**config.mk**
```make
export PLATFORM = sky130hd
export DESIGN_NAME = bdd_cell
export DESIGN_NICKNAME = d
export VERILOG_FILES = /design/src/design/bdd_pkg.sv /design/src/design/bdd_cell.sv
export SDC_FILE = /design/constraint.sdc
export NUM_CORES = 1
export LEC_CHECK = 0
export ABC_AREA = 1
export BUFFER_PORTS_ARGS = -buffer_cell sky130_fd_sc_hd__buf_2
export CAP_MARGIN = 40
export CORE_MARGIN = 2
export CORE_UTILIZATION = 32
export DETAILED_ROUTE_END_ITERATION = 10
export HOLD_SLACK_MARGIN = 0.08
export MAX_ROUTING_LAYER = met4
export PLACE_DENSITY_LB_ADDON = 0.12
export SLEW_MARGIN = 20
export SYNTH_ARGS = -nofsm -noshare
export SYNTH_HDL_FRONTEND = slang
export SYNTH_SLANG_ARGS = --single-unit
```
**constraint.sdc**
```tcl
create_clock -name clk -period 2.2 [get_ports clk]
set_clock_uncertainty 0.05 [all_clocks]
set_input_delay 0.11 -clock clk [delete_from_list [all_inputs] [get_ports clk]]
set_output_delay 0.11 -clock clk [all_outputs]
set_load 0.01 [all_outputs]
```
**src/design/bdd_pkg.sv**
```systemverilog
// shared constants, stencil coefficient table and lookup for the backward difference differentiator
package bdd_pkg;

	localparam int MAX_POINTS = 10;
	localparam int HIST_DEPTH = MAX_POINTS - 1;
	localparam int COEF_W     = 19;
	localparam int SUM_GROW   = 21;
	localparam int SCALE_W    = 32;
	localparam int OUT_W      = 48;
	localparam int CFG_IDX_W  = 2;
	localparam int CFG_DATA_W = 32;

	localparam logic [SCALE_W-1:0] SCALE_RESET = 32'h0001_0000;

	// register indexes on the configuration channel
	localparam logic [CFG_IDX_W-1:0] REG_DERIV_ORDER  = 2'd0;
	localparam logic [CFG_IDX_W-1:0] REG_ERROR_ORDER  = 2'd1;
	localparam logic [CFG_IDX_W-1:0] REG_OUTPUT_SCALE = 2'd2;

	// [derivative-1][error order-1][tap], newest sample at tap 0
	localparam int COEF_TAB [4][6][MAX_POINTS] = '{
		'{
			'{1, -1, 0, 0, 0, 0, 0, 0, 0, 0},
			'{3, -4, 1, 0, 0, 0, 0, 0, 0, 0},
			'{11, -18, 9, -2, 0, 0, 0, 0, 0, 0},
			'{25, -48, 36, -16, 3, 0, 0, 0, 0, 0},
			'{137, -300, 300, -200, 75, -12, 0, 0, 0, 0},
			'{147, -360, 450, -400, 225, -72, 10, 0, 0, 0}
		},
		'{
			'{1, -2, 1, 0, 0, 0, 0, 0, 0, 0},
			'{2, -5, 4, -1, 0, 0, 0, 0, 0, 0},
			'{35, -104, 114, -56, 11, 0, 0, 0, 0, 0},
			'{45, -154, 214, -156, 61, -10, 0, 0, 0, 0},
			'{812, -3132, 5265, -5080, 2970, -972, 137, 0, 0, 0},
			'{938, -4014, 7911, -9490, 7380, -3618, 1019, -126, 0, 0}
		},
		'{
			'{1, -3, 3, -1, 0, 0, 0, 0, 0, 0},
			'{5, -18, 24, -14, 3, 0, 0, 0, 0, 0},
			'{17, -71, 118, -98, 41, -7, 0, 0, 0, 0},
			'{49, -232, 461, -496, 307, -104, 15, 0, 0, 0},
			'{967, -5104, 11787, -15560, 12725, -6432, 1849, -232, 0, 0},
			'{2403, -13960, 36706, -57384, 58280, -39128, 16830, -4216, 469, 0}
		},
		'{
			'{1, -4, 6, -4, 1, 0, 0, 0, 0, 0},
			'{3, -14, 26, -24, 11, -2, 0, 0, 0, 0},
			'{35, -186, 411, -484, 321, -114, 17, 0, 0, 0},
			'{56, -333, 852, -1219, 1056, -555, 164, -21, 0, 0},
			'{3207, -21056, 61156, -102912, 109930, -76352, 33636, -8576, 967, 0},
			'{4275, -30668, 99604, -192624, 244498, -210920, 123348, -47024, 10579, -1068}
		}
	};

	function automatic logic signed [COEF_W-1:0] bdd_coef(input logic [1:0] d,
		input logic [2:0] e, input logic [3:0] k);
		return COEF_W'(COEF_TAB[d][e][k]);
	endfunction

endpackage

```
**src/design/bdd_cell.sv**
```systemverilog
// one stencil cell: holds a history sample and forms its coefficient product
module bdd_cell import bdd_pkg::*; #(
	parameter int SAMPLE_BITS = 24
) (
	input  logic                                  clk,
	input  logic                                  arst_n,
	input  logic                                  shift_en,
	input  logic                                  load_en,
	input  logic signed [COEF_W-1:0]              coef,
	input  logic signed [SAMPLE_BITS-1:0]         x_in,
	output logic signed [SAMPLE_BITS-1:0]         x_out,
	output logic signed [SAMPLE_BITS+COEF_W-1:0]  prod
);

	localparam int PROD_W = SAMPLE_BITS + COEF_W;

	logic signed [SAMPLE_BITS-1:0] tap_q;
	logic signed [PROD_W-1:0]      prod_s1;

	always_ff @(posedge clk or negedge arst_n) begin
		if (!arst_n) begin
			tap_q <= '0;
		end else if (shift_en) begin
			tap_q <= x_in;
		end
	end

	always_ff @(posedge clk) begin
		if (load_en) begin
			prod_s1 <= PROD_W'(x_in) * PROD_W'(coef);
		end
	end

	assign x_out = tap_q;
	assign prod  = prod_s1;

endmodule

```
Yosys cells after proc, flatten, opt, wreduce, memory -nomap -nowiden --
Cells that the tools add are included.
Word-level totals: register bits 67, latch bits 0, RAM bits 0, ROM bits 0, bits of input ports 47, word-level logic and storage cells 3, memories kept 0
Operators by class: add/subtract/negate cells 0, multiply operators 1, divide/modulo/power cells 0, order comparisons 0, eq/ne operators 0, shift-type cells 0, multiplexer cells 0, bitwise gates (word level) 0, reduce and logical (&&, ||, !) cells 0
Operators with widths (number):
- multiplier 24 x 19 -> 43 bit | 1

Depth between registers and ports, before layout --
depth in word-level cells 1, depth in mapped cells 27, depth with buffers taken out 26

Least setup slack after synthesis --
No wires, ideal clock.
path type input port to flip-flop, from input port x_in[23], to register prod_s1[41] (netlist: prod[41]), data pin, arrival 5.413 ns, path slack -3.515 ns, stages 22, path buffers 1, cell sequence clkbuf_1 nand2_1 fa_1 inv_1 fa_1 inv_1 fa_1 inv_1 fa_1 inv_1 fa_1 fa_1 inv_1 ha_1 ha_1 inv_1 nor3_1 nand2_1 nor2_1 nand4_1 nand4_1 nand2_1
Between the ends: longest elaborated chain between the ends 1
Ends and longest elaborated chain:
- from (decl) | line bdd_cell.sv:10 | input logic signed [SAMPLE_BITS-1:0] x_in,
- multiplier 24 x 19 -> 43 bit | line bdd_cell.sv:30 | prod_s1 <= PROD_W'(x_in) * PROD_W'(coef);
- to (signal assigned) | line bdd_cell.sv:30
- to (decl) | line bdd_cell.sv:18 | logic signed [PROD_W-1:0] prod_s1;
Every way passes these cells. A chain may end at the register's enable or synchronous reset.

Worst setup path after layout --
from input port coef[12], to register prod_s1[41] (netlist: prod[41]), data pin
Between the ends: longest elaborated chain between the ends 1
Ends and longest elaborated chain:
- from (decl) | line bdd_cell.sv:9 | input logic signed [COEF_W-1:0] coef,
- multiplier 24 x 19 -> 43 bit | line bdd_cell.sv:30
Every way passes these cells.

==> reports/qor.csv <==
metric,value,unit
path_max_fanout,7,
syn-cell-area,20100,um2
rows,91,
io_buffers,113,
area_delta_synth_final,38.1,%
rsz0062_at_grt,true,
final-setup-viol-count,39,
clock_path_buffers,2,
firstDrtPassIters,5,
mostFrequentLayoutCells,"inv_1 (674), nand2_1 (555), fa_1 (404)",
wl_per_cell,16.6,um
min_path_type,input pin to flip-flop,
antenna_found_initial,0,
vias_per_cell,4.38,
die_h,255,um
tns,-105.35,ns
cp_data_arrival_time,5.33,ns
place_inst,3596,
n_fill_cell,6069,
cts_tree,built,
die_w,255,um
cts.reportedPaths.clkPinSlew,0.06,ns
final_max_slew_viol_count,0,
slowest_delay,0.57,ns
die-area,64800,um2
startpoint_type,input pin,
core,61800,um2
max_freq,190,MHz
ioPinCount,114,
syn_inst,2474,
wl,61.1,mm
relSlewSlack,0.508,
first_global_vias,18200,
crit_top_cell,inv_2,
violations,setup timing,
status,"finished, violations left",
maxCapViolations,0,
start_util,0.325,
hpwl,52.3,mm
synthDistinctLibCells,33,
grt_pass1_wl,98.9,mm
clock-sinks,67,
fin_ws,-3.06,ns
clock_latency,0.38,ns
syn_avg_cell_area,8.12,um2
grt_overflow,0,
final_common_cell,inv_1,
drive_gt1_frac,0.352,
synth-async-reset-ratio,0.358,
slowest_stage,fa_1,
grt_max_degree,44,
finalHoldViolations,0,
n_antenna_cell,0,
path_class,input pin to flip-flop,
endpoint_kind,flip-flop,
yosysWarnings,0,
finalNetCount,3457,
synth_ff_type,edfxtp_1,
grtUsageTotal,0.206,
yosysSeqAreaShare,0.0942,
cts_buffers,9,
syn-num-nets,3098,
fin_cells,3674,
cp.required,2.26,ns
tightest_slew,0.738,ns
period_needed,5.26,ns
synth_edf_count,43,
root_buffer,clkbuf_16,
vias,16100,
antenna_left,0,
finalCoreUtilization,0.449,
place_congestion,0.876,
htreeDepth,3,
drt_iter0_drc,637,
fin_crit_sh,2.39,
ys_seq_elements,67,
drc,0,
-- repair_timing --
| item | in CTS | in global routing |
|---|---|---|
| endpoints found under the setup margin | 40 | 40 |
| hold buffers | 2 | 0 |
| buffers inserted | 35 | 28 |
| pin swaps | 168 | 189 |
| resized for setup | 388 | 236 |
| gates cloned | 2 | 1 |
| endpoints found under the hold margin | 25 | 0 |
-- cells by family after synthesis --
| kind of cell | after synthesis | share of synthesized area |
|---|---|---|
| AOI/OAI and AO/OA | 43 | 0.0148 |
| buffers and inverters | 870 | 0.163 |
| muxes | 24 | 0.0135 |
| DFF | 67 | 0.0942 |
| adders and majority gates | 577 | 0.529 |
| and+or+nand+nor | 869 | 0.175 |
| xor gates and xnor gates | 24 | 0.0105 |
-- cells in the mapped netlist (21+ instances only) --
| library cell | n | area, um2 |
|---|---|---|
| fa_1 | 454 | 9090 |
| ha_1 | 123 | 1540 |
| edfxtp_1 | 43 | 1290 |
| clkbuf_1 | 87 | 327 |
| a21oi_1 | 21 | 105 |
| dfrtp_1 | 24 | 601 |
| nor2_1 | 70 | 263 |
| nand3_1 | 47 | 235 |
| nand2_1 | 691 | 2590 |
| mux2_2 | 24 | 270 |
| inv_1 | 776 | 2910 |
-- state kept, by name, indices dropped and copies added (netlist names) --
name and count:
prod 43, x_out 24
-- stage by stage --
stage,setup slack (ns),area [um2],hold WS (ns)
after global placement,-3.74,24600,0.130
after floorplan,-3.10,21800,-0.236
after detailed placement,-3.81,24600,0.138
after global routing,-3.22,27700,0.147
final,-3.06,27700,0.149
after CTS,-3.06,26700,0.176
-- worst max-delay path: cells and delay by family --
family | cells | cell delay, ns
adder cells (fa/ha/maj) | 8 | 3.61
buffers and inverters | 9 | 0.74
AND/OR/NAND/NOR | 8 | 0.83
-- final timing paths --
kind	start	to	slack, ns	cells past startpoint
max in group asynchronous	arst_n	x_out[13]	1.36	2
min in group asynchronous	arst_n	x_out[1]	0.27	2
worst min-delay path	x_in[18]	x_out[18]	0.15	3
worst max register to register	x_out[2]	x_out[2]	1.34	1
worst max-delay path	coef[12]	prod[41]	-3.06	25
worst min register to register	x_out[9]	x_out[9]	0.46	1
-- area by class of cell --
cell class / count / area [um2] / share of cell area
Multi-Input combinational cell: 1537 / 17500 / 0.630
Timing Repair Buffer: 437 / 4030 / 0.145
Inverter: 781 / 2990 / 0.108
Sequential cell: 67 / 1890 / 0.0682
Tap cell: 837 / 1050 / 0.0378
Clock buffer: 9 / 225 / 0.00812
Clock inverter: 6 / 90.1 / 0.00325
-- per-layer routing --
layer	GRT usage	share of wire
met2	0.373	0.54
met1	0.247	0.42
met3	0.0202	0.028
met4	0.0448	0.020
met5	-	0
Power is left out: the tool's default activity adds up to more than one toggle a clock period on the data nets, which glitch-free logic cannot reach.
