==> src/design/bdd_pkg.sv <==
// shared constants, stencil coefficient table and lookup for the backward difference differentiator
package bdd_pkg;

	localparam int MAX_POINTS = 10;
	localparam int HIST_DEPTH = MAX_POINTS - 1;
	localparam int COEF_W     = 19;
	localparam int SUM_GROW   = 21;
	localparam int SCALE_W    = 32;
	localparam int OUT_W      = 48;
	localparam int CFG_IDX_W  = 2;
	localparam int CFG_DATA_W = 32;

	localparam logic [SCALE_W-1:0] SCALE_RESET = 32'h0001_0000;

	// register indexes on the configuration channel
	localparam logic [CFG_IDX_W-1:0] REG_DERIV_ORDER  = 2'd0;
	localparam logic [CFG_IDX_W-1:0] REG_ERROR_ORDER  = 2'd1;
	localparam logic [CFG_IDX_W-1:0] REG_OUTPUT_SCALE = 2'd2;

	// [derivative-1][error order-1][tap], newest sample at tap 0
	localparam int COEF_TAB [4][6][MAX_POINTS] = '{
		'{
			'{1, -1, 0, 0, 0, 0, 0, 0, 0, 0},
			'{3, -4, 1, 0, 0, 0, 0, 0, 0, 0},
			'{11, -18, 9, -2, 0, 0, 0, 0, 0, 0},
			'{25, -48, 36, -16, 3, 0, 0, 0, 0, 0},
			'{137, -300, 300, -200, 75, -12, 0, 0, 0, 0},
			'{147, -360, 450, -400, 225, -72, 10, 0, 0, 0}
		},
		'{
			'{1, -2, 1, 0, 0, 0, 0, 0, 0, 0},
			'{2, -5, 4, -1, 0, 0, 0, 0, 0, 0},
			'{35, -104, 114, -56, 11, 0, 0, 0, 0, 0},
			'{45, -154, 214, -156, 61, -10, 0, 0, 0, 0},
			'{812, -3132, 5265, -5080, 2970, -972, 137, 0, 0, 0},
			'{938, -4014, 7911, -9490, 7380, -3618, 1019, -126, 0, 0}
		},
		'{
			'{1, -3, 3, -1, 0, 0, 0, 0, 0, 0},
			'{5, -18, 24, -14, 3, 0, 0, 0, 0, 0},
			'{17, -71, 118, -98, 41, -7, 0, 0, 0, 0},
			'{49, -232, 461, -496, 307, -104, 15, 0, 0, 0},
			'{967, -5104, 11787, -15560, 12725, -6432, 1849, -232, 0, 0},
			'{2403, -13960, 36706, -57384, 58280, -39128, 16830, -4216, 469, 0}
		},
		'{
			'{1, -4, 6, -4, 1, 0, 0, 0, 0, 0},
			'{3, -14, 26, -24, 11, -2, 0, 0, 0, 0},
			'{35, -186, 411, -484, 321, -114, 17, 0, 0, 0},
			'{56, -333, 852, -1219, 1056, -555, 164, -21, 0, 0},
			'{3207, -21056, 61156, -102912, 109930, -76352, 33636, -8576, 967, 0},
			'{4275, -30668, 99604, -192624, 244498, -210920, 123348, -47024, 10579, -1068}
		}
	};

	function automatic logic signed [COEF_W-1:0] bdd_coef(input logic [1:0] d,
		input logic [2:0] e, input logic [3:0] k);
		return COEF_W'(COEF_TAB[d][e][k]);
	endfunction

endpackage

==> src/design/bdd_sum.sv <==
// registered adder tree over the cell products
module bdd_sum import bdd_pkg::*; #(
	parameter int SAMPLE_BITS = 24
) (
	input  logic                                   clk,
	input  logic [2:0]                             en,
	input  logic signed [SAMPLE_BITS+COEF_W-1:0]   prod [MAX_POINTS],
	output logic signed [SAMPLE_BITS+SUM_GROW-1:0] sum
);

	localparam int SUM_W = SAMPLE_BITS + SUM_GROW;
	localparam int PAIRS = MAX_POINTS / 2;

	logic signed [SUM_W-1:0] pair_s2 [PAIRS];
	logic signed [SUM_W-1:0] part_s3 [2];
	logic signed [SUM_W-1:0] sum_s4;

	always_ff @(posedge clk) begin
		if (en[0]) begin
			for (int j = 0; j < PAIRS; j++) begin
				pair_s2[j] <= SUM_W'(prod[2*j]) + SUM_W'(prod[2*j+1]);
			end
		end
		if (en[1]) begin
			part_s3[0] <= pair_s2[0] + pair_s2[1] + pair_s2[2];
			part_s3[1] <= pair_s2[3] + pair_s2[4];
		end
		if (en[2]) begin
			sum_s4 <= part_s3[0] + part_s3[1];
		end
	end

	assign sum = sum_s4;

endmodule

==> config.mk <==
export PLATFORM = sky130hd
export DESIGN_NAME = bdd_sum
export DESIGN_NICKNAME = d
export VERILOG_FILES = /design/src/design/bdd_pkg.sv /design/src/design/bdd_sum.sv
export SDC_FILE = /design/constraint.sdc
export NUM_CORES = 1
export LEC_CHECK = 0
export BUFFER_PORTS_ARGS = -buffer_cell sky130_fd_sc_hd__buf_2
export CELL_PAD_IN_SITES_DETAIL_PLACEMENT = 1
export CELL_PAD_IN_SITES_GLOBAL_PLACEMENT = 1
export CORE_MARGIN = 1.5
export CORE_UTILIZATION = 49
export CTS_CLUSTER_DIAMETER = 150
export DETAILED_ROUTE_END_ITERATION = 8
export PLACE_DENSITY_LB_ADDON = 0.05
export SYNTH_ARGS = -nofsm -noshare
export SYNTH_HDL_FRONTEND = slang
export SYNTH_SLANG_ARGS = --single-unit
==> constraint.sdc <==
create_clock -name clk -period 8.7 [get_ports clk]
set_clock_uncertainty 0.1 [all_clocks]
set_input_delay 0.435 -clock clk [delete_from_list [all_inputs] [get_ports clk]]
set_output_delay 0.435 -clock clk [all_outputs]
set_load 0.01 [all_outputs]
Yosys cells after proc, flatten, opt, wreduce, memory -nomap -nowiden
Memories as Yosys holds them, arrays and structs flattened.
Index checks and enable logic that the tools add are counted.

word-level totals
  output and inout port bits = 45
  word-level logic and storage cells = 16
  bits of input ports = 434
  register bits after elaboration = 45
  memories kept = 2
  RAM bits = 315

cells by class
  add/subtract/negate cells = 9
  muxes and demuxes = 4

memories
  name     depth  width  rd ports  clocked after memory_dff  write ports  line           source
  pair_s2  5      45     5         0                         5            bdd_sum.sv:14  logic signed [SUM_W-1:0] pair_s2 [PAIRS];
  part_s3  2      45     2         0                         2            bdd_sum.sv:15  logic signed [SUM_W-1:0] part_s3 [2];

operators with widths
  kind                                       count
  43-bit by 43-bit adder with 44-bit output  5
  45-bit adder                               4
  1-bit 2-to-1 mux                           4

Longest topological paths before layout
  depth in word-level cells = 2
  depth in mapped cells = 15
  mapped depth without buffers = 15

Least setup slack after synthesis
Ideal clock, no wire load.

  path kind = reg-to-reg
  start point = memory pair_s2[0][1] (netlist bit)
  end point = memory part_s3[0][43] (netlist bit), data pin
  setup time = 0.263 ns
  path slack = 4.698 ns
  cell stages (with the launch flop) = 14
  clock period less this slack = 4.002 ns
  arrival = 3.640 ns
  data required time = 8.337 ns
  path buffers = 0
  cells stage by stage = edfxtp_1 > fa_1 > ha_1 > fa_1 > a211oi_2 > o211ai_1 > a32o_1 > a221o_2 > a41o_4 > o21bai_4 > a41oi_4 > nor2b_4 > o41ai_2 > xnor2_1

RTL lines
  item                line
  start: declaration  bdd_sum.sv:14
  end: declaration    bdd_sum.sv:15

==> impl_metrics.ini <==
[status]
run_status = finished, final reports clean

[clock_tree]
cts_setup_buffers = 0
clk_path_buf_depth = 3
ctsHtreeMaxLevel = 2
cts_resized = 0
ctsHoldBuffers = 0
insertion_delay_ns = 0.59
clockRootBuffer = clkbuf_16
clkTransAtPathRegs_ns = 0.06
cts_buffers = 42
clock-sinks = 355
cts_tree = built

[synth]
ys_warn_count = 0
netlist-cell-type-count = 84
synthFlopType = edfxtp_1
synth_seq_area_share_pct = 36.46
synth_edf_count = 355
yosys_register_bits = 355
avgSynthCellArea_um2 = 10.13
synthCells = 2885
netlist_area_um2 = 29230
synth_nets = 3717
async_flop_share_pct = 0

[floorplan]
chipHeight_um = 247.3
initial_core_util_pct = 49.53
pin_count = 479
die_area_um2 = 61140
core_area_um2 = 59020
die_x_um = 247.3
rows = 89

[drt]
detailroute.via_count = 25090
route.detailed.drc = 0
dr.pass1.iters = 5
antenna_left = 0
wl_per_cell_um = 22.12
via_per_inst = 6.028
wl_um = 92060
drtIter0Drc = 1410

[grt]
antenna_found_initial = 2
grt-ovfl-total = 0
grt_pass1_vias = 26450
grt_start_max_net_pins = 81
grt_pass1_wl_um = 143400
grt_usage_pct = 29.60

[sta]
relSlewSlack_pct = 21.96
min_period_over_period_pct = 50.91
rsz0062_at_grt = false
min_period_ns = 4.429
tightest_slew_ns = 1.171
hold_viol = 0
fmax_mhz = 225.8
final_max_slew_viol_count = 0
setup_tns_ns = 0
setup_viol = 0

[placement]
io_buffer_count = 478
hpwl_um = 73570
gp_congestion = 0.9545

[finish]
fin_util_pct = 57.34
post_route_cells_drive_above_1_share_pct = 17.80
area_growth_pct = 15.75
final_common_cell = buf_2
nFillCells = 6634
final_cell_mix = 476 x buf_2, 355 x edfxtp_1, 346 x ha_1
nets = 4186

[worst_setup_path]
cp_data_required_time_ns = 8.92
cp.arrival_ns = 4.65
crit_type = reg -> reg
endpoint_kind = flop
worstPathMaxFanout = 4
cp-start-kind = flop

[hold_path]
hold_path.class = in -> reg

[power]
ir_drop_mv = 0.1560
static-leakage-power_nw = 14.93
powerDensity_nw_per_um2 = 289.8

[run]
drv_cap = 0
==> synthesized netlist by cell type (43+ instances only) <==
cell,n,share of area [%]
o21bai_1,48,1.2
nand3_1,59,1.0
a21oi_1,304,5.2
fa_1,52,3.6
clkbuf_1,56,0.72
nor3_1,47,0.80
inv_1,85,1.1
and3_1,43,0.92
o21ai_0,150,2.6
edfxtp_1,355,36
nor2_1,167,2.1
nand4_1,62,1.3
nand2_1,176,2.3
ha_1,346,15
a21o_1,216,5.5
xnor2_1,190,5.7
xor2_1,116,3.5
==> registers in the layout, summed over array words and instances, names as in the netlist <==
| name | count |
|---|---|
| sum | 45 |
| part_s3 | 90 |
| pair_s2 | 220 |
==> path summary, 6_finish.rpt <==
check | start | cells after the start | end | slack, ns
max reg2reg | pair_s2[0][1] | 13 | part_s3[0][37] | 4.27
min | prod[43] | 2 | pair_s2[0][180] | 0.03
max | pair_s2[0][1] | 13 | part_s3[0][37] | 4.27
min reg2reg | part_s3[0][45] | 1 | sum[0] | 0.48
==> cell type report <==
cell class	count	area (um^2)	share of cell area, %
antenna	1	2.502	0.007395
clock buffer	48	1074	3.172
clock inverter	30	345.3	1.021
inverter	85	319.1	0.9429
multi-input combinational	2388	18040	53.30
sequential	355	10660	31.50
tap	773	967.2	2.858
timing repair buffer	482	2434	7.192
==> report_power, final <==
group	internal, mW	switching (mW)	leakage [nW]
Clock	1.08	0.768	0.683
Sequential	2.70	0.255	3.47
Combinational	2.04	2.97	10.8
==> logic make-up after synthesis <==
| family | Yosys count | share of synthesized area, % |
|---|---|---|
| xor+xnor | 306 | 9.168 |
| flops | 355 | 36.46 |
| fa+ha+maj | 398 | 18.37 |
| compound gates | 1007 | 22.85 |
| mux | 3 | 0.1070 |
| simple gates | 674 | 11.21 |
| buf+inv | 142 | 1.836 |
==> worst max-delay path, stage by stage (launching register included) <==
cell and delay (ns):
edfxtp_1 0.40, fa_1 0.49, ha_1 0.26, fa_1 0.52, a211oi_2 0.23, o211ai_1 0.16, a32o_1 0.29, a221o_2 0.45
a41o_4 0.31, o21ai_2 0.17, o21ai_1 0.14, a221oi_1 0.36, a21oi_1 0.13, xor2_1 0.16
==> per-stage QoR <==
| stage | area (um^2) | hold slack, ns | instances | total power, mW | setup slack, ns |
|---|---|---|---|---|---|
| floorplan | 29230 | 0.4128 | 2885 | 6.349 | 4.698 |
| global placement | 32420 | 0.4208 | 4083 | 7.629 | 4.446 |
| detailed placement | 32420 | 0.4401 | 4083 | 7.882 | 4.318 |
| CTS | 33840 | 0.006855 | 4161 | 9.819 | 4.303 |
| global route | 33840 | 0.03734 | 4162 | 10.41 | 4.024 |
| finish | 33840 | 0.02978 | 4162 | 9.805 | 4.271 |
==> layer usage <==
| metal | GRT usage [%] | routed length, um |
|---|---|---|
| met1 | 38.46 | 40530 |
| met2 | 52.36 | 45500 |
| met3 | 2.757 | 3679 |
| met4 | 8.253 | 2347 |
| met5 | 0 | 7 |
(Power assumes the default switching activity.)
