--- config.mk ---
export PLATFORM = sky130hd
export DESIGN_NAME = bdd_scale
export DESIGN_NICKNAME = d
export VERILOG_FILES = /design/src/design/bdd_pkg.sv /design/src/design/bdd_scale.sv
export SDC_FILE = /design/constraint.sdc
export NUM_CORES = 2
export LEC_CHECK = 0
export BUFFER_PORTS_ARGS = -buffer_cell sky130_fd_sc_hd__buf_2
export CORE_MARGIN = 1
export CORE_UTILIZATION = 49
export DETAILED_ROUTE_END_ITERATION = 6
export PLACE_DENSITY = 0.66
export SKIP_CTS_REPAIR_TIMING = 1
export SLEW_MARGIN = 0
export SYNTH_ARGS = -nofsm -noshare
export SYNTH_HDL_FRONTEND = slang
export SYNTH_SLANG_ARGS = --single-unit
--- constraint.sdc ---
create_clock -name clk -period 7.24 [get_ports clk]
set_input_delay 0.362 -clock clk [delete_from_list [all_inputs] [get_ports clk]]
set_output_delay 0.362 -clock clk [all_outputs]
set_load 0.01 [all_outputs]
--- src/design/bdd_pkg.sv ---
// shared constants, stencil coefficient table and lookup for the backward difference differentiator
package bdd_pkg;

	localparam int MAX_POINTS = 10;
	localparam int HIST_DEPTH = MAX_POINTS - 1;
	localparam int COEF_W     = 19;
	localparam int SUM_GROW   = 21;
	localparam int SCALE_W    = 32;
	localparam int OUT_W      = 48;
	localparam int CFG_IDX_W  = 2;
	localparam int CFG_DATA_W = 32;

	localparam logic [SCALE_W-1:0] SCALE_RESET = 32'h0001_0000;

	// register indexes on the configuration channel
	localparam logic [CFG_IDX_W-1:0] REG_DERIV_ORDER  = 2'd0;
	localparam logic [CFG_IDX_W-1:0] REG_ERROR_ORDER  = 2'd1;
	localparam logic [CFG_IDX_W-1:0] REG_OUTPUT_SCALE = 2'd2;

	// [derivative-1][error order-1][tap], newest sample at tap 0
	localparam int COEF_TAB [4][6][MAX_POINTS] = '{
		'{
			'{1, -1, 0, 0, 0, 0, 0, 0, 0, 0},
			'{3, -4, 1, 0, 0, 0, 0, 0, 0, 0},
			'{11, -18, 9, -2, 0, 0, 0, 0, 0, 0},
			'{25, -48, 36, -16, 3, 0, 0, 0, 0, 0},
			'{137, -300, 300, -200, 75, -12, 0, 0, 0, 0},
			'{147, -360, 450, -400, 225, -72, 10, 0, 0, 0}
		},
		'{
			'{1, -2, 1, 0, 0, 0, 0, 0, 0, 0},
			'{2, -5, 4, -1, 0, 0, 0, 0, 0, 0},
			'{35, -104, 114, -56, 11, 0, 0, 0, 0, 0},
			'{45, -154, 214, -156, 61, -10, 0, 0, 0, 0},
			'{812, -3132, 5265, -5080, 2970, -972, 137, 0, 0, 0},
			'{938, -4014, 7911, -9490, 7380, -3618, 1019, -126, 0, 0}
		},
		'{
			'{1, -3, 3, -1, 0, 0, 0, 0, 0, 0},
			'{5, -18, 24, -14, 3, 0, 0, 0, 0, 0},
			'{17, -71, 118, -98, 41, -7, 0, 0, 0, 0},
			'{49, -232, 461, -496, 307, -104, 15, 0, 0, 0},
			'{967, -5104, 11787, -15560, 12725, -6432, 1849, -232, 0, 0},
			'{2403, -13960, 36706, -57384, 58280, -39128, 16830, -4216, 469, 0}
		},
		'{
			'{1, -4, 6, -4, 1, 0, 0, 0, 0, 0},
			'{3, -14, 26, -24, 11, -2, 0, 0, 0, 0},
			'{35, -186, 411, -484, 321, -114, 17, 0, 0, 0},
			'{56, -333, 852, -1219, 1056, -555, 164, -21, 0, 0},
			'{3207, -21056, 61156, -102912, 109930, -76352, 33636, -8576, 967, 0},
			'{4275, -30668, 99604, -192624, 244498, -210920, 123348, -47024, 10579, -1068}
		}
	};

	function automatic logic signed [COEF_W-1:0] bdd_coef(input logic [1:0] d,
		input logic [2:0] e, input logic [3:0] k);
		return COEF_W'(COEF_TAB[d][e][k]);
	endfunction

endpackage

--- src/design/bdd_scale.sv ---
// q16.16 scaling with round half away from zero and 48-bit saturation
module bdd_scale import bdd_pkg::*; #(
	parameter int SAMPLE_BITS = 24
) (
	input  logic                                   clk,
	input  logic [3:0]                             en,
	input  logic signed [SAMPLE_BITS+SUM_GROW-1:0] sum,
	input  logic [SCALE_W-1:0]                     scale,
	output logic [OUT_W-1:0]                       deriv
);

	localparam int SUM_W = SAMPLE_BITS + SUM_GROW;
	localparam int HI_W  = (SUM_W > 32) ? SUM_W - 32 : 1;
	localparam int EXT_W = 32 + HI_W;
	localparam int R_W   = OUT_W + 1;

	logic                 neg_s5, neg_s6, neg_s7;
	logic [SUM_W-1:0]     mag_s5;
	logic [EXT_W-1:0]     mag_ext;
	logic [63:0]          lo_s6;
	logic [HI_W+31:0]     hi_s6;
	logic                 big_s7;
	logic [R_W-1:0]       r_s7;
	logic [R_W-1:0]       lim;
	logic [R_W-1:0]       clip;
	logic [OUT_W-1:0]     deriv_s8;

	assign mag_ext = EXT_W'(mag_s5);

	// saturation limit depends on sign: 2^47 below zero, 2^47-1 above
	assign lim  = neg_s7 ? (R_W'(1) << (OUT_W - 1)) : ((R_W'(1) << (OUT_W - 1)) - R_W'(1));
	assign clip = (big_s7 || (r_s7 > lim)) ? lim : r_s7;

	always_ff @(posedge clk) begin
		if (en[0]) begin
			neg_s5 <= sum[SUM_W-1];
			mag_s5 <= sum[SUM_W-1] ? SUM_W'(-sum) : SUM_W'(sum);
		end
		if (en[1]) begin
			neg_s6 <= neg_s5;
			lo_s6  <= 64'(mag_ext[31:0]) * 64'(scale);
			hi_s6  <= (HI_W+32)'(mag_ext[EXT_W-1:32]) * (HI_W+32)'(scale);
		end
		if (en[2]) begin
			neg_s7 <= neg_s6;
			big_s7 <= |hi_s6[HI_W+31:32];
			r_s7   <= R_W'((lo_s6 + 64'h8000) >> 16) + R_W'({hi_s6[31:0], 16'd0});
		end
		if (en[3]) begin
			deriv_s8 <= neg_s7 ? OUT_W'(-clip) : clip[OUT_W-1:0];
		end
	end

	assign deriv = deriv_s8;

endmodule

* Yosys cells after proc, flatten, opt, wreduce, memory -nomap -nowiden
Cells that the tools add are included.
Cells by class: $add $sub $neg 4, bitwise logic cells 0, order comparisons 1, shift-type cells 0, multipliers 2, equal/unequal tests 0, multiplexer cells 4, reduce and logical (&&, ||, !) cells 2, divide/modulo/power cells 0
Operators with widths (number):
- two-way mux 48 bit | 3
- adder 64 x 16 -> 64 bit (second input constant) | 1
- multiplier 32 x 32 -> 64 bit | 1
- adder 48 x 48 -> 49 bit | 1
- > comparator 49 x 48 -> 1 bit | 1
- negator 48 bit | 1
- multiplier 13 x 32 -> 45 bit | 1
- negator 45 bit | 1
- two-way mux 44 bit | 1
- OR reduction 13 bit | 1
- logical OR 1 bit | 1
Storage, ports and cells: bits in read-only memories 0, memories 0, input bits 82, logic and storage cells 23, output and inout bits 48, memory bits (writable) 0, register bits after elaboration 255, bits in latches 0

* Logic depth before layout (Yosys ltp)
depth after elaboration 6, depth in mapped cells 30, depth with buffers taken out 28

* Worst setup path after synthesis
OpenSTA, ideal clock, no wires.
kind input to register, start input port scale[6], end register lo_s6[45], data pin, buffers on the path 2, setup slack -146 ps, data required time 6975 ps, stages 26, setup time 265 ps, data arrival time 7121 ps, cells stage by stage clkbuf_1 clkbuf_1 and2_1 fa_1 fa_1 fa_1 inv_1 fa_1 inv_1 fa_1 fa_1 fa_1 inv_1 fa_1 inv_1 ha_1 a21o_1 a21o_1 a21o_1 a221oi_1 nor2_1 nor3_1 o31ai_1 a221oi_1 o21ai_0 xor2_1
On the way: longest elaborated chain between the ends 1
Ends and longest elaborated chain:
- start: declaration | line bdd_scale.sv:8 | input logic [SCALE_W-1:0] scale,
- multiplier 32 x 32 -> 64 bit | line bdd_scale.sv:41 | lo_s6 <= 64'(mag_ext[31:0]) * 64'(scale);
- end signal: assignment | line bdd_scale.sv:41
- end: declaration | line bdd_scale.sv:20 | logic [63:0] lo_s6;
No other way between the ends. A chain may end at the register's enable or synchronous reset.

* Worst setup path after layout
start register mag_s5[9], in the netlist mag_ext[9], end register lo_s6[56], data pin
On the way: longest elaborated chain between the ends 1
Ends and longest elaborated chain:
- start: declaration | line bdd_scale.sv:18 | logic [SUM_W-1:0] mag_s5;
- start signal: assignment | line bdd_scale.sv:37 | mag_s5 <= sum[SUM_W-1] ? SUM_W'(-sum) : SUM_W'(sum);
- multiplier 32 x 32 -> 64 bit | line bdd_scale.sv:41
No other way between the ends.

==> impl_metrics.env <==
export IMPL_cts_buffers=30
export IMPL_die_w_um=347
export IMPL_layout_cells_non_filler=7925
export IMPL_synthArstFlopShare_pct=0
export IMPL_yosysSeqAreaShare_pct=12.4
export IMPL_drc=0
export IMPL_cts_htree_levels=1
export IMPL_synth_distinct_cells=72
export IMPL_cap_violations=0
export IMPL_cp_max_fo=6
export IMPL_skew_ps=18.1
export IMPL_dpl_hpwl_um=124000
export IMPL_avgRoutedWirePerCell_um=18.6
export IMPL_io_pins=130
export IMPL_violations="setup timing"
export IMPL_hold_path_class="in -> reg"
export IMPL_area_growth_pct=11.9
export IMPL_dp_slack_ps=-465
export IMPL_portBuffers=129
export IMPL_synth_edf_count=240
export IMPL_clock_root_buffer="clkbuf_16"
export IMPL_globalRoute_totalOverflow=0
export IMPL_netlist_instances=6113
export IMPL_clock_sinks=240
export IMPL_core_sq_mm=0.118
export IMPL_drtIter0Drc=2376
export IMPL_routed_via_density=5.32
export IMPL_clockBufferDepth=3
export IMPL_drive_above_1_share_pct=11.7
export IMPL_row_count=126
export IMPL_path_common_cell="fa_1"
export IMPL_vias=42200
export IMPL_start_kind="flop"
export IMPL_setup_ws_ps=-268
export IMPL_crit_buf_inv=8
export IMPL_timing_final_crit_share_pct=104
export IMPL_grt_pass1_wl_um=240000
export IMPL_crit_family="adder cells"
export IMPL_dieHeight_um=347
export IMPL_final_nets=8102
export IMPL_worstPathRequired_ps=7610
export IMPL_grt_max_degree=73
export IMPL_totalWireLength_um=148000
export IMPL_cpPeakStageDelay_ps=590
export IMPL_clkTransAtPathRegs_ps=60
export IMPL_rrSetupSlack_ps=-270
export IMPL_synth_seq_cells=240
export IMPL_cp_arrival_ps=7870
export IMPL_worstMarginPinSlew_ps=1070
export IMPL_setup_viol=24
export IMPL_die_area_sq_mm=0.120
export IMPL_grt_setup_unrepaired="yes"
export IMPL_relSlewSlack_pct=28.6
export IMPL_slowest_stage="fa_1"
export IMPL_dp_cells=7834
export IMPL_nFillCells=10500
export IMPL_drt_first_pass_iters=6
export IMPL_cts_tree="built"
export IMPL_track_usage_pct=25.0
export IMPL_finalHoldViolations=0
export IMPL_crit_type="reg -> reg"
export IMPL_finalMaxSlewViolations=0
export IMPL_grt_pass1_vias=44800
export IMPL_ys_warn_count=0
export IMPL_final_min_clock_period_ps=7510
export IMPL_antenna_found_initial=9
export IMPL_cp_end_kind="flop"
export IMPL_synth_nets=7854
export IMPL_insertion_delay_ps=620
export IMPL_gp_congestion=0.911
export IMPL_status="complete, but fails checks"
export IMPL_initial_core_util_pct=49.3
export IMPL_max_freq_ghz=0.133
export IMPL_synthFlopType="edfxtp_1"
export IMPL_drtAntennaViolNets=0
export IMPL_syn_avg_cell_area_sq_um=9.51
export IMPL_syn_area_sq_mm=0.0582
==> cell usage in the layout (no fill, tap or decap), drive strengths merged, types with 12 or more instances in the layout <==
cell | netlist | final
clkinv | 1 | 12
nand2b | 21 | 21
a211oi | 15 | 15
nor2b | 15 | 15
xnor2 | 156 | 156
o21ai | 92 | 92
nor3 | 52 | 52
nand3 | 52 | 52
mux2i | 13 | 13
clkbuf | 328 | 39
edfxtp | 240 | 240
and3 | 41 | 41
o21a | 18 | 18
nand4 | 33 | 33
a21oi | 138 | 138
nor4 | 12 | 12
o22ai | 19 | 19
nor2 | 125 | 125
and2 | 755 | 755
xor2 | 50 | 50
buf | 3 | 541
or3 | 33 | 33
o211ai | 12 | 12
ha | 433 | 433
o31ai | 18 | 18
a31oi | 16 | 16
nand2 | 798 | 798
o21bai | 13 | 13
fa | 1226 | 1226
inv | 1167 | 1171
a21o | 108 | 108
==> layer usage <==
metal	up-vias	wire length [um]	GRT usage (%)
met5	-	23	0
met2	1322	70800	41.8
met4	4	2660	4.48
met3	185	11000	3.99
met1	21500	63100	34.6
li1	19200	-	-
==> synth_stat cells (13+ instances only) <==
library cell	instances	area (sq um)
fa_1	1226	24500
inv_1	1167	4380
nand2_1	798	3000
and2_1	754	4720
ha_1	433	5420
clkbuf_1	328	1230
edfxtp_1	240	7210
xnor2_1	156	1370
a21oi_1	138	691
nor2_1	125	469
a21o_1	108	811
o21ai_0	91	455
nand3_1	52	260
nor3_1	52	260
xor2_1	50	438
and3_1	41	257
nand4_1	33	206
or3_1	29	181
nand2b_1	21	131
o22ai_1	19	119
o21a_1	18	135
a31oi_1	16	100
o31ai_1	16	120
a211oi_1	15	113
nor2b_1	15	93.8
mux2i_1	13	130
o21bai_1	13	97.6
==> stage by stage <==
| step | cell area (sq um) | TNS [ps] | hold WS (ps) | util, % |
|---|---|---|---|---|
| global placement | 62900 | -7520 | 533 | 53.4 |
| global route | 65100 | -8790 | 34.4 | 55.2 |
| floorplan | 58200 | -36.8 | 400 | - |
| CTS | 64000 | -9140 | -83.2 | 54.2 |
| detailed placement | 62900 | -9290 | 533 | 53.4 |
| finish | 65100 | -3070 | 44.7 | 55.2 |
==> sequential cells by signal, indices dropped and copies added, names as in the netlist, 45 cells and up <==
| register | cells |
|---|---|
| lo_s6 | 49 |
| r_s7 | 49 |
| deriv | 48 |
| hi_s6 | 45 |
| mag_ext | 45 |
==> path summary, 6_finish.rpt <==
path,to,cells past startpoint,startpoint
worst max-delay path,lo_s6[56],28,mag_ext[9]
worst min-delay path,mag_ext[19],2,sum[19]
worst max register to register,lo_s6[56],28,mag_ext[9]
worst min register to register,neg_s7,0,neg_s6
==> cell type report <==
class                           count  area [sq um]  area share [%]
Clock inverter                     22           264           0.406
Tap cell                         1536          1920            2.95
Inverter                         1168          4380            6.74
Sequential cell                   240          7210            11.1
Clock buffer                       34           766            1.18
Antenna cell                        4          10.0          0.0154
Multi-Input combinational cell   4374         46000            70.7
Timing Repair Buffer              547          4500            6.92
==> cells by family after synthesis <==
family                   after synthesis  synth area share (%)
AO/OA/AOI/OAI                        517                  5.82
XOR/XNOR                             206                  3.10
adder cells (fa/ha/maj)             1659                  51.5
buffers and inverters               1499                  9.68
flip-flops                           240                  12.4
multiplexers                          14                 0.243
AND/OR/NAND/NOR                     1978                  17.2
Power is left out: the tool's default activity adds up to more than one toggle a clock period on the data nets, which glitch-free logic cannot reach.
